## src/rtl/urb_pkg.sv

```systemverilog
// Shared types and constants for the UART receive/transmit ring buffers.
// No dependencies; every other file in rtl/ imports this package.
package urb_pkg;

  localparam int unsigned URB_RX_DEPTH_DEF = 256;
  localparam int unsigned URB_TX_DEPTH_DEF = 256;

  // Size registers are 9 bits wide and reset to 256 entries.
  localparam int unsigned SIZE_W     = 9;
  localparam logic [SIZE_W-1:0] SIZE_RESET = 9'd256;
  localparam int unsigned MIN_SIZE   = 2;

  // Configuration register indexes.
  localparam logic CFG_RX_SIZE = 1'b0;
  localparam logic CFG_TX_SIZE = 1'b1;

  // Request codes.
  localparam logic [2:0] REQ_PUSH  = 3'd0;
  localparam logic [2:0] REQ_POP   = 3'd1;
  localparam logic [2:0] REQ_LINE  = 3'd2;
  localparam logic [2:0] REQ_READY = 3'd3;
  localparam logic [2:0] REQ_START = 3'd4;

  // Status codes.
  localparam logic [1:0] ST_OK       = 2'd0;
  localparam logic [1:0] ST_TX_FULL  = 2'd1;
  localparam logic [1:0] ST_RX_EMPTY = 2'd2;

  typedef struct packed {
    logic [1:0]        status_code;
    logic [7:0]        rx_byte;
    logic              tx_byte_valid;
    logic [7:0]        tx_byte;
    logic              tx_irq_enable;
    logic [SIZE_W-1:0] tx_free;
  } urb_result_t;

endpackage

```

## src/rtl/uart_rx_tx_ring_buffers.sv

```systemverilog
// Top level of the UART receive/transmit ring buffers.
// Depends on urb_pkg, urb_ring and urb_out_buf.
//
// Usage: each input beat carries one request (host push, host pop, line byte
// received, transmit ready, start transmit) and yields exactly one result
// beat with the status, any popped byte, any byte for the line transmitter,
// the transmit interrupt enable and the transmit ring's free space.
// The size registers are written through cfg_write/cfg_index/cfg_data; the
// user must write them only while no request is in flight; the block does not
// enforce this. Sizes below 2 act as 2, above the depth as the depth. Each
// accepted result is registered in the result buffer. Throughput: one request
// per cycle while in_stall is low; each ring keeps its next read byte prefetched.
// Reset: all indices go to zero, the transmitter goes idle, both sizes go to
// 256 and the result buffer empties. The ring contents are not cleared.
// Stall: results queue in a two-entry buffer; in_stall rises once the second
// entry is occupied and stays until the receiver takes a beat.
module uart_rx_tx_ring_buffers
  import urb_pkg::*;
#(
  parameter int unsigned RX_DEPTH = URB_RX_DEPTH_DEF,
  parameter int unsigned TX_DEPTH = URB_TX_DEPTH_DEF
) (
  input  logic              clk,
  input  logic              rst,
  input  logic              cfg_write,
  input  logic              cfg_index,
  input  logic [SIZE_W-1:0] cfg_data,
  input  logic              in_valid,
  output logic              in_stall,
  input  logic [2:0]        req_type,
  input  logic [7:0]        data_byte,
  input  logic [2:0]        line_errors,
  output logic              out_valid,
  input  logic              out_stall,
  output logic [1:0]        status_code,
  output logic [7:0]        rx_byte,
  output logic              tx_byte_valid,
  output logic [7:0]        tx_byte,
  output logic              tx_irq_enable,
  output logic [SIZE_W-1:0] tx_free
);

  localparam int unsigned RX_IW = $clog2(RX_DEPTH);
  localparam int unsigned RX_SW = RX_IW + 1;
  localparam int unsigned RX_CW = (RX_SW > SIZE_W) ? RX_SW : SIZE_W;
  localparam int unsigned TX_IW = $clog2(TX_DEPTH);
  localparam int unsigned TX_SW = TX_IW + 1;
  localparam int unsigned TX_CW = (TX_SW > SIZE_W) ? TX_SW : SIZE_W;
  localparam int unsigned FW    = (TX_IW + 2 > SIZE_W + 1) ? TX_IW + 2 : SIZE_W + 1;

  logic [SIZE_W-1:0] rx_size;
  logic [SIZE_W-1:0] tx_size;
  logic [RX_CW-1:0]  rx_size_ext;
  logic [TX_CW-1:0]  tx_size_ext;
  logic [RX_CW-1:0]  rx_eff_w;
  logic [TX_CW-1:0]  tx_eff_w;
  logic [RX_SW-1:0]  rx_eff;
  logic [TX_SW-1:0]  tx_eff;

  logic              accept;
  logic              buf_full;
  logic              tx_active;
  logic              tx_active_next;

  logic              rx_wr_en;
  logic              rx_rd_en;
  logic [7:0]        rx_rd_data;
  logic [RX_IW-1:0]  rx_wr_idx;
  logic [RX_IW-1:0]  rx_rd_idx;

  logic              tx_wr_en;
  logic              tx_rd_en;
  logic [7:0]        tx_rd_data;
  logic [TX_IW-1:0]  tx_wr_idx;
  logic [TX_IW-1:0]  tx_rd_idx;
  logic [TX_IW-1:0]  tx_wr_idx_next;
  logic [TX_IW-1:0]  tx_rd_idx_next;

  logic              rx_nonempty;
  logic              tx_nonempty;
  logic              tx_full;
  logic signed [FW-1:0] fill_diff;
  logic signed [FW-1:0] free_diff;
  logic signed [FW-1:0] tsz_s;

  urb_result_t       result;
  urb_result_t       out_data;

  // Configuration registers.
  always_ff @(posedge clk) begin
    if (rst) begin
      rx_size <= SIZE_RESET;
      tx_size <= SIZE_RESET;
    end else if (cfg_write) begin
      case (cfg_index)
        CFG_RX_SIZE: rx_size <= cfg_data;
        CFG_TX_SIZE: tx_size <= cfg_data;
        default: ;
      endcase
    end
  end

  // Clamp the ring sizes into [2, depth].
  always_comb begin
    rx_size_ext = RX_CW'(rx_size);
    tx_size_ext = TX_CW'(tx_size);
    if (rx_size_ext < RX_CW'(MIN_SIZE)) begin
      rx_eff_w = RX_CW'(MIN_SIZE);
    end else if (rx_size_ext > RX_CW'(RX_DEPTH)) begin
      rx_eff_w = RX_CW'(RX_DEPTH);
    end else begin
      rx_eff_w = rx_size_ext;
    end
    if (tx_size_ext < TX_CW'(MIN_SIZE)) begin
      tx_eff_w = TX_CW'(MIN_SIZE);
    end else if (tx_size_ext > TX_CW'(TX_DEPTH)) begin
      tx_eff_w = TX_CW'(TX_DEPTH);
    end else begin
      tx_eff_w = tx_size_ext;
    end
  end

  assign rx_eff = rx_eff_w[RX_SW-1:0];
  assign tx_eff = tx_eff_w[TX_SW-1:0];

  assign in_stall    = buf_full;
  assign accept      = in_valid && !buf_full;
  assign rx_nonempty = (rx_rd_idx != rx_wr_idx);
  assign tx_nonempty = (tx_rd_idx != tx_wr_idx);
  assign tsz_s       = $signed(FW'(tx_eff));

  // The transmit ring counts as full when it holds size-1 bytes.
  always_comb begin
    fill_diff = $signed(FW'(tx_wr_idx)) - $signed(FW'(tx_rd_idx));
    if (fill_diff < 0) begin
      fill_diff = fill_diff + tsz_s;
    end
    tx_full = (fill_diff >= tsz_s - FW'(1));
  end

  always_comb begin
    rx_wr_en       = 1'b0;
    rx_rd_en       = 1'b0;
    tx_wr_en       = 1'b0;
    tx_rd_en       = 1'b0;
    tx_active_next = tx_active;
    result.status_code   = ST_OK;
    result.rx_byte       = 8'd0;
    result.tx_byte_valid = 1'b0;
    result.tx_byte       = 8'd0;
    case (req_type)
      REQ_PUSH: begin
        if (tx_full) begin
          result.status_code = ST_TX_FULL;
        end else begin
          tx_wr_en = accept;
        end
      end
      REQ_POP: begin
        if (rx_nonempty) begin
          rx_rd_en       = accept;
          result.rx_byte = rx_rd_data;
        end else begin
          result.status_code = ST_RX_EMPTY;
        end
      end
      REQ_LINE: begin
        rx_wr_en = accept && (line_errors == 3'd0);
      end
      REQ_READY: begin
        if (tx_nonempty) begin
          tx_rd_en             = accept;
          result.tx_byte_valid = 1'b1;
          result.tx_byte       = tx_rd_data;
        end else begin
          tx_active_next = 1'b0;
        end
      end
      REQ_START: begin
        if (!tx_active && tx_nonempty) begin
          tx_rd_en             = accept;
          result.tx_byte_valid = 1'b1;
          result.tx_byte       = tx_rd_data;
          tx_active_next       = 1'b1;
        end
      end
      default: ;
    endcase
    result.tx_irq_enable = tx_active_next;
  end

  // Free space after the step: read minus write, plus size when not positive.
  always_comb begin
    free_diff = $signed(FW'(tx_rd_idx_next)) - $signed(FW'(tx_wr_idx_next));
    if (free_diff <= 0) begin
      free_diff = free_diff + tsz_s;
    end
    result.tx_free = free_diff[SIZE_W-1:0];
  end

  always_ff @(posedge clk) begin
    if (rst) begin
      tx_active <= 1'b0;
    end else if (accept) begin
      tx_active <= tx_active_next;
    end
  end

  urb_ring #(.DEPTH(RX_DEPTH)) u_rx_ring (
    .clk         (clk),
    .rst         (rst),
    .size        (rx_eff),
    .wr_en       (rx_wr_en),
    .wr_data     (data_byte),
    .rd_en       (rx_rd_en),
    .rd_data     (rx_rd_data),
    .wr_idx      (rx_wr_idx),
    .rd_idx      (rx_rd_idx),
    .wr_idx_next (),
    .rd_idx_next ()
  );

  urb_ring #(.DEPTH(TX_DEPTH)) u_tx_ring (
    .clk         (clk),
    .rst         (rst),
    .size        (tx_eff),
    .wr_en       (tx_wr_en),
    .wr_data     (data_byte),
    .rd_en       (tx_rd_en),
    .rd_data     (tx_rd_data),
    .wr_idx      (tx_wr_idx),
    .rd_idx      (tx_rd_idx),
    .wr_idx_next (tx_wr_idx_next),
    .rd_idx_next (tx_rd_idx_next)
  );

  urb_out_buf u_out_buf (
    .clk       (clk),
    .rst       (rst),
    .push      (accept),
    .push_data (result),
    .full      (buf_full),
    .out_valid (out_valid),
    .out_stall (out_stall),
    .out_data  (out_data)
  );

  assign status_code   = out_data.status_code;
  assign rx_byte       = out_data.rx_byte;
  assign tx_byte_valid = out_data.tx_byte_valid;
  assign tx_byte       = out_data.tx_byte;
  assign tx_irq_enable = out_data.tx_irq_enable;
  assign tx_free       = out_data.tx_free;

endmodule

```

## src/rtl/urb_ring.sv

```systemverilog
// One byte ring: storage array, write and read indices, and a prefetched read word.
// Depends on urb_pkg.
module urb_ring
  import urb_pkg::*;
#(
  parameter int unsigned DEPTH = URB_RX_DEPTH_DEF,
  localparam int unsigned IW = $clog2(DEPTH),
  localparam int unsigned SW = IW + 1
) (
  input  logic          clk,
  input  logic          rst,
  input  logic [SW-1:0] size,
  input  logic          wr_en,
  input  logic [7:0]    wr_data,
  input  logic          rd_en,
  output logic [7:0]    rd_data,
  output logic [IW-1:0] wr_idx,
  output logic [IW-1:0] rd_idx,
  output logic [IW-1:0] wr_idx_next,
  output logic [IW-1:0] rd_idx_next
);

  logic [7:0]    mem [DEPTH];
  logic [SW-1:0] wr_inc;
  logic [SW-1:0] rd_inc;
  logic [IW-1:0] wr_adv;
  logic [IW-1:0] rd_adv;

  // An index wraps to zero once the advanced value reaches the ring size.
  always_comb begin
    wr_inc = SW'(wr_idx) + SW'(1);
    rd_inc = SW'(rd_idx) + SW'(1);
    wr_adv = (wr_inc >= size) ? '0 : wr_inc[IW-1:0];
    rd_adv = (rd_inc >= size) ? '0 : rd_inc[IW-1:0];
    if (rst) begin
      wr_idx_next = '0;
      rd_idx_next = '0;
    end else begin
      wr_idx_next = wr_en ? wr_adv : wr_idx;
      rd_idx_next = rd_en ? rd_adv : rd_idx;
    end
  end

  always_ff @(posedge clk) begin
    wr_idx <= wr_idx_next;
    rd_idx <= rd_idx_next;
  end

  // rd_data always holds the entry at rd_idx. A write to the entry about to
  // be read is forwarded, since the array read returns the old contents.
  always_ff @(posedge clk) begin
    if (wr_en) begin
      mem[wr_idx] <= wr_data;
    end
    if (wr_en && wr_idx == rd_idx_next) begin
      rd_data <= wr_data;
    end else begin
      rd_data <= mem[rd_idx_next];
    end
  end

endmodule

```

## src/rtl/urb_out_buf.sv

```systemverilog
// Two-entry result buffer between the ring logic and the result channel.
// Depends on urb_pkg for the result type.
module urb_out_buf
  import urb_pkg::*;
(
  input  logic        clk,
  input  logic        rst,
  input  logic        push,
  input  urb_result_t push_data,
  output logic        full,
  output logic        out_valid,
  input  logic        out_stall,
  output urb_result_t out_data
);

  urb_result_t head;
  urb_result_t tail;
  logic        head_valid;
  logic        tail_valid;
  logic        pop;

  assign pop       = head_valid && !out_stall;
  assign out_valid = head_valid;
  assign out_data  = head;
  assign full      = tail_valid;

  always_ff @(posedge clk) begin
    if (rst) begin
      head_valid <= 1'b0;
      tail_valid <= 1'b0;
    end else if (pop && push) begin
      head <= push_data;
    end else if (pop) begin
      head       <= tail;
      head_valid <= tail_valid;
      tail_valid <= 1'b0;
    end else if (push) begin
      if (!head_valid) begin
        head       <= push_data;
        head_valid <= 1'b1;
      end else begin
        tail       <= push_data;
        tail_valid <= 1'b1;
      end
    end
  end

endmodule
```

## config.mk

```make
export PLATFORM = sky130hd
export DESIGN_NAME = uart_rx_tx_ring_buffers
export DESIGN_NICKNAME = d
export VERILOG_FILES = /design/src/rtl/urb_pkg.sv /design/src/rtl/uart_rx_tx_ring_buffers.sv /design/src/rtl/urb_ring.sv /design/src/rtl/urb_out_buf.sv
export SDC_FILE = /design/constraint.sdc
export NUM_CORES = 2
export LEC_CHECK = 0
export BUFFER_PORTS_ARGS = -buffer_cell sky130_fd_sc_hd__buf_2
export CORE_ASPECT_RATIO = 1.1
export CORE_MARGIN = 3
export CORE_UTILIZATION = 45
export CTS_CLUSTER_DIAMETER = 60
export DETAILED_ROUTE_END_ITERATION = 8
export HOLD_SLACK_MARGIN = 0.15
export SLEW_MARGIN = 20
export SYNTH_ARGS = -nofsm -noshare
export SYNTH_HDL_FRONTEND = slang
export SYNTH_SLANG_ARGS = --single-unit
export TNS_END_PERCENT = 100
```

## constraint.sdc

```tcl
create_clock -name clk -period 14.9 [get_ports clk]
set_clock_uncertainty 0.15 [all_clocks]
set_input_delay 2.235 -clock clk [delete_from_list [all_inputs] [get_ports clk]]
set_output_delay 2.235 -clock clk [all_outputs]
set_load 0.05 [all_outputs]
```

**Yosys cells after proc, flatten, opt, wreduce, memory -nomap -nowiden**

Memory sizes are Yosys's and may differ from the RTL's. A register that Yosys moved wholly into a read port is not among the register bits.
Index checks and enable logic that the tools add are counted.

- Latch bits: 0
- Bits in registers: 111
- Output and inout port bits: 31
- Memory bits (writable): 4,096
- Memories: 2
- ROM bits: 0
- Word-level logic and storage cells: 121
- Input bits: 29

- $lt $le $gt $ge: 11
- $add $sub $neg: 9
- Muxes and demuxes: 48
- Div/mod/pow operators: 0
- Equality and inequality tests: 7
- Bitwise logic cells: 4
- Shift operators: 0
- Reductions and logical operators: 19
- Multipliers: 0

Memories:

| name | depth | width | rd ports | clocked after memory_dff | write ports | line | RTL |
|---|---|---|---|---|---|---|---|
| u_rx_ring.mem | 256 | 8 | 1 | 1 | 1 | urb_ring.sv:23 | `logic [7:0] mem [DEPTH];` |
| u_tx_ring.mem | 256 | 8 | 1 | 1 | 1 | urb_ring.sv:23 |  |

Operators by type and width:

| kind | count |
|---|---|
| $mux W29 | 4 |
| $mux W8 | 12 |
| $mux W9 | 7 |
| $add A8 B1 Y9 const B | 4 |
| $ge A9 B9 Y1 | 4 |
| $mux W1 | 19 |
| $gt A9 B9 Y1 const B | 2 |
| $lt A9 B2 Y1 const B | 2 |
| $pmux W9 S2 | 1 |
| $sub A8 B8 Y9 | 2 |
| $ne A8 B8 Y1 | 2 |
| $add A9 B10 Y10 | 1 |
| $ge A10 B10 Y1 | 1 |
| $mux W10 | 1 |
| $sub A9 B1 Y10 const B | 1 |
| $add A9 B9 Y9 | 1 |
| $le A9 B1 Y1 const B | 1 |
| $lt A9 B1 Y1 const B | 1 |
| $eq A3 B2 Y1 const B | 2 |
| $logic_not A3 Y1 | 2 |
| $reduce_and A2 Y1 | 3 |
| $reduce_and A3 Y1 | 2 |
| $logic_and A1 B1 Y1 | 5 |
| $reduce_and A5 Y1 | 1 |
| 10 further kinds | 17 |

**Depth between registers and ports, before layout**

- Depth in word-level cells: 17
- Depth in mapped cells: 38
- Depth with buffers taken out: 35

**Modules after synthesis**

Synthesis repeated with hierarchy kept, for this count alone.

- Cells, all modules: 8,123
- Area total of the unflattened synthesis: 167,139.0 um^2

By module, submodules not included:

| module | cells each | seq. area each (um^2) | area each (um^2) | times used |
|---|---|---|---|---|
| urb_ring (u_tx_ring) | 3,802 | 61,819.3 | 80,882.6 | 1 |
| urb_ring (u_rx_ring) | 3,761 | 61,819.3 | 80,721.2 | 1 |
| uart_rx_tx_ring_buffers | 451 | 380.4 | 3,234.4 | 1 |
| urb_out_buf | 109 | 1,781.7 | 2,301.0 | 1 |

**Worst setup path after synthesis**

OpenSTA, ideal clock, no wires.

- Kind: register to register
- From: register u_tx_ring.rd_idx[2]
- To: register u_out_buf.head (netlist bit u_out_buf.out_data[7]) (data pin)
- Setup slack: 6.715 ns
- Arrival: 7.776 ns
- Data required time: 14.490 ns
- Setup time: 0.260 ns
- Clock period less this slack: 8.185 ns
- Stages on the path, launching flop included: 37
- Buffers on the path: 5
- Cell sequence: dfxtp_1 > buf_2 > inv_2 > buf_2 > buf_2 > buf_2 > ha_1 > o21ai_0 > a21boi_0 > o21ai_0 > nor2b_1 > xnor2_1 > ha_1 > nand2_1 > o21ai_0 > xnor2_1 > o21ai_0 > ha_1 > a21o_1 > a21oi_1 > o2111ai_1 > nand2_1 > clkbuf_1 > nand3b_1 > o2bb2a_1 > ha_1 > nor2b_1 > o31ai_1 > nand2_1 > o311ai_0 > ha_1 > nand2_1 > nor4_1 > o31ai_1 > and3_1 > o31ai_4 > mux2_2

- Longest elaborated chain between the ends: 15
- Elaborated cells on any way between the ends: 27
- Classes of those cells: add/sub: 5; order compare: 4; eq/ne: 1; mux: 16; reduce/logical: 1

Ends and longest elaborated chain:

| element | line | RTL |
|---|---|---|
| start: declaration | urb_ring.sv:18 | `output logic [IW-1:0] rd_idx,` |
| start signal: assignment | urb_ring.sv:46 | `rd_idx <= rd_idx_next;` |
| $sub A8 B8 Y9 | uart_rx_tx_ring_buffers.sv:134 | `fill_diff = $signed(FW'(tx_wr_idx)) - $signed(FW'(tx_rd_idx));` |
| $add A9 B10 Y10 or $lt A9 B1 Y1 (tied branches) | uart_rx_tx_ring_buffers.sv:136, uart_rx_tx_ring_buffers.sv:135 |  |
| $mux W10 | uart_rx_tx_ring_buffers.sv:135 | `if (fill_diff < 0) begin` |
| $ge A10 B10 Y1 | uart_rx_tx_ring_buffers.sv:138 | `tx_full = (fill_diff >= tsz_s - FW'(1));` |
| $mux W1 | uart_rx_tx_ring_buffers.sv:153 | `if (tx_full) begin` |
| $mux W1 | uart_rx_tx_ring_buffers.sv:151 | `case (req_type)` |
| $mux W8 | urb_ring.sv:39 | `wr_idx_next = wr_en ? wr_adv : wr_idx;` |
| $mux W8 | urb_ring.sv:35 | `if (rst) begin` |
| $sub A8 B8 Y9 * | uart_rx_tx_ring_buffers.sv:194 | `free_diff = $signed(FW'(tx_rd_idx_next)) - $signed(FW'(tx_wr_idx_next));` |
| $add A9 B9 Y9 or $le A9 B1 Y1 (tied branches) | uart_rx_tx_ring_buffers.sv:196, uart_rx_tx_ring_buffers.sv:195 |  |
| $mux W9 * | uart_rx_tx_ring_buffers.sv:195 | `if (free_diff <= 0) begin` |
| via free_diff[7] | uart_rx_tx_ring_buffers.sv:83 | `logic signed [FW-1:0] free_diff;` |
| $mux W29 | urb_out_buf.sv:38 | `if (!head_valid) begin` |
| $mux W29 | urb_out_buf.sv:37 | `end else if (push) begin` |
| $mux W29 | urb_out_buf.sv:33 | `end else if (pop) begin` |
| $mux W29 * | urb_out_buf.sv:31 | `end else if (pop && push) begin` |
| end signal: assignment | urb_out_buf.sv:32 | `head <= push_data;` |
| end signal: assignment | urb_out_buf.sv:34 | `head <= tail;` |
| end signal: assignment | urb_out_buf.sv:39 | `head <= push_data;` |
| end: declaration | urb_out_buf.sv:16 | `urb_result_t head;` |

The timed path passes the listed nets; every way through them passes the cells marked *. The select of a mux whose other input is x is not followed.
A chain may end at the register's enable or synchronous reset.

**Final worst setup path**

- From: register u_tx_ring.rd_idx[1]
- To: register u_out_buf.head (netlist bit u_out_buf.out_data[7]) (data pin)

Same word-level chain as after synthesis.

==> impl_metrics.tcl <==
set metrics [dict create \
    status "finished, final reports clean" \
    syn-cell-area_um2 166000 \
    cts_setup_buffers 0 \
    peakVddDrop_uv 109 \
    grtUsageTotal_pct 22.3 \
    layout-drive-gt1-share_pct 21.7 \
    arrival_ns 9.96 \
    power.internal_mw 19.3 \
    holdPathStages 2 \
    post-dp-hpwl_mm 257 \
    synth_most_common_cell "edfxtp_1" \
    root_buffer "clkbuf_16" \
    synth.area.top_cells "edfxtp_1, mux4_2, mux2i_1, nor2_1, a22oi_1" \
    cts.clk_slew.worst_paths_ns 0.06 \
    yosys.area_share.adder_pct 0.731 \
    tightest_slew_ns 1.22 \
    synth.avg_cell_area_um2 20.1 \
    power_frac_comb_pct 3.3 \
    crit_buf_inv 1 \
    rsz0062_at_grt "no" \
    grt_pass1_vias 84231 \
    ys.flop_type "edfxtp_1" \
    cp_max_fo 23 \
    ios 60 \
    worstSetupStartpointType "flop" \
    cts_tree "built" \
    cts_buffers 422 \
    vias 82570 \
    setup_viol 0 \
    synthDistinctLibCells 86 \
    crit_path_top_delay_cell "o311ai_0" \
    gr-total-overflow 0 \
    nNetsFinal 8585 \
    syn_nets 8406 \
    fp.dieW_um 586 \
    synthSimpleGateAreaFrac_pct 3.30 \
    hold_class "flop to flop" \
    numClockSinks 4207 \
    p_seq_share_pct 53.5 \
    max-slew-margin-rel_pct 18.4 \
    post_dp_cell_area_um2 172000 \
    cp.depth 32 \
    p_sw_mw 5.04 \
    die_h_um 644 \
    synth_edf_count 4154 \
    worst_path_largest_cell_delay_ns 0.67 \
    p_per_area_nw_per_um2 131 \
    layout_setup_ws_ns 5.48 \
    initial_utilization_pct 45.3 \
    antenna_found_initial 6 \
    period_minus_slack_ns 9.42 \
    route.detailed.drc 0 \
    hold_viol_final 0 \
    htree_num_levels 5 \
    coreArea_um2 367000 \
    critPathKind "flop to flop" \
    yosysWarnings 0 \
    dp_slack_ns 5.59 \
    synth_top_family_by_area "multiplexers" \
    fmax_ghz 0.106 \
    vias_per_cell 6.06 \
    dr.pass1.iters 6 \
    grt_pass1_wl_mm 613 \
    worst_setup_path_end_kind "flop" \
    yosysTopAreaCellShare_pct 75.0 \
    syn-instance-count 8283 \
    grt_max_degree 223 \
    ys_seq_area_share_pct 75.7 \
    synth_xor_area_share_pct 0.319 \
    hold_ws_ns 0.318 \
    cts_buffer_depth 4 \
    tns_ns 0 \
    ctsHoldBuffers 0 \
    worst_skew_pair.late_latency_ns 0.95 \
    leakagePower_nw 56.0 \
    port_buffers 59 \
    fin_crit_sh_pct 63.3 \
    wire_per_inst_um 31.1 \
    drt_iter0_markers 8599 \
    fin_area_um2 186000 \
    synth_compound_area_share_pct 3.73 \
    synth_top_area_cell "edfxtp_1" \
    ant_nets 0 \
    cp_top_family "compound AO/OA/AOI/OAI gates" \
    finalMaxSlewViolations 0 \
    die-area_um2 377000 \
    gp_congestion 0.858 \
    cp_common_cell "ha_1" \
    area_growth_pct 11.6 \
    r2r_cells 32 \
    ys_top_cells_by_count "edfxtp_1, mux4_2, nor2_1" \
    pwr-share-clk_pct 43.2 \
    cts.repair.resized 0 \
    wirelength_mm 424 \
    row_count 233 \
    muxShareOfSynthArea_pct 14.6 \
    synth-seq-cells 4207 \
    ys_async_sr_fraction_pct 0 \
    cp.required_ns 15.43 \
    p_sw_share_pct 20.7 \
    maxCapViolCount 0 \
]
[state kept, by name, indices dropped and copies added (netlist names)]
signal and count:
u_rx_ring.mem 2048, u_tx_ring.mem 2048, u_out_buf.out_data 29, u_out_buf.tail 29, rx_size 9, tx_size 9, u_rx_ring.rd_idx 8, u_rx_ring.wr_idx 8
u_tx_ring.rd_idx 8, u_tx_ring.wr_idx 8, tx_active 1, u_out_buf.full 1, u_out_buf.out_valid 1
[cell families (layout without fill, tap and decap cells)]
group / count (synthesis) / count (layout)
buffers and inverters: 546 / 1069
flip-flops: 4207 / 4207
adder cells (fa/ha/maj): 95 / 95
AO/OA/AOI/OAI: 901 / 901
AND/OR/NAND/NOR: 1230 / 1230
multiplexers: 1244 / 1244
other: 1 / 8
XOR/XNOR: 59 / 59
[routing by layer]
layer  part of all wire (%)  GRT usage [%]
met5                 0.0057              0
met4                    4.3           8.76
met3                    6.3           3.10
met2                     50           37.0
met1                     40           29.9
[path summary, 6_finish.rpt]
check	start	slack (ns)	to
setup / recovery	u_tx_ring.rd_idx[1]	5.48	u_out_buf.out_data[7]
hold / removal	tx_size[4]	0.32	tx_size[4]
setup reg to reg	u_tx_ring.rd_idx[1]	5.48	u_out_buf.out_data[7]
hold reg to reg	tx_size[4]	0.32	tx_size[4]
[layout by cell type (no fill, tap or decap), types with 15 or more instances in the layout]
| cell type | netlist | final |
|---|---|---|
| buf_4 | 49 | 175 |
| nand2_2 | 0 | 20 |
| a2111oi_0 | 25 | 25 |
| a21oi_1 | 201 | 201 |
| mux2_2 | 58 | 58 |
| ha_1 | 90 | 90 |
| edfxtp_1 | 4154 | 4154 |
| clkinv_1 | 4 | 87 |
| o22ai_1 | 58 | 58 |
| xor2_1 | 26 | 26 |
| a21o_1 | 27 | 27 |
| or4_1 | 20 | 20 |
| a211oi_1 | 55 | 55 |
| nor3_1 | 72 | 70 |
| clkinvlp_4 | 0 | 17 |
| inv_1 | 48 | 48 |
| clkbuf_1 | 232 | 84 |
| nand2b_1 | 30 | 29 |
| a31oi_1 | 21 | 21 |
| nor2b_1 | 78 | 73 |
| nor2_1 | 593 | 586 |
| a22oi_1 | 205 | 205 |
| bufinv_16 | 0 | 43 |
| clkbuf_16 | 0 | 432 |
| a22o_1 | 15 | 15 |
| buf_2 | 112 | 51 |
| mux4_2 | 941 | 941 |
| xnor2_1 | 32 | 32 |
| o21ai_0 | 85 | 85 |
| mux2i_1 | 244 | 244 |
| clkinv_2 | 0 | 72 |
| dfxtp_1 | 53 | 46 |
| nand3_1 | 68 | 68 |
| o31ai_1 | 20 | 20 |
| a221oi_1 | 65 | 65 |
| nand2_1 | 264 | 244 |
[tightest hold or removal path: cells and delay by family, from the launching register on]
family	cells	cell delay, ns
flip-flops	1	0.31
AND/OR/NAND/NOR	1	0.05
AO/OA/AOI/OAI	1	0.05
[layout make-up]
cell class,count,area [um2]
diodes,7,17.5
clock buffers,520,11200
clock inverters,248,2480
fillers,29081,181000
inverters,54,209
multi-input cells,3530,37900
flip-flops and latches,4207,126000
well taps,4817,6030
repair buffers,247,1950
[power groups by stage]
stage,clock network (mW),logic (mW),registers [mW]
after CTS,10.7,0.818,13.0
final,10.5,0.808,13.0
after global placement,0,0.799,13.3
after detailed placement,0,0.816,13.3
after global routing,11.2,0.867,13.0
after floorplan,0,0.381,13.3
[through the flow]
step                      power (mW)  std cells  utilization (%)
after floorplan                 13.7       8283                -
after global placement          14.1      12851             46.8
after detailed placement        14.1      12851             46.8
after CTS                       24.5      13619             50.5
after global routing            25.1      13627             50.6
final                           24.4      13630             50.6
(Power assumes the default switching activity.)
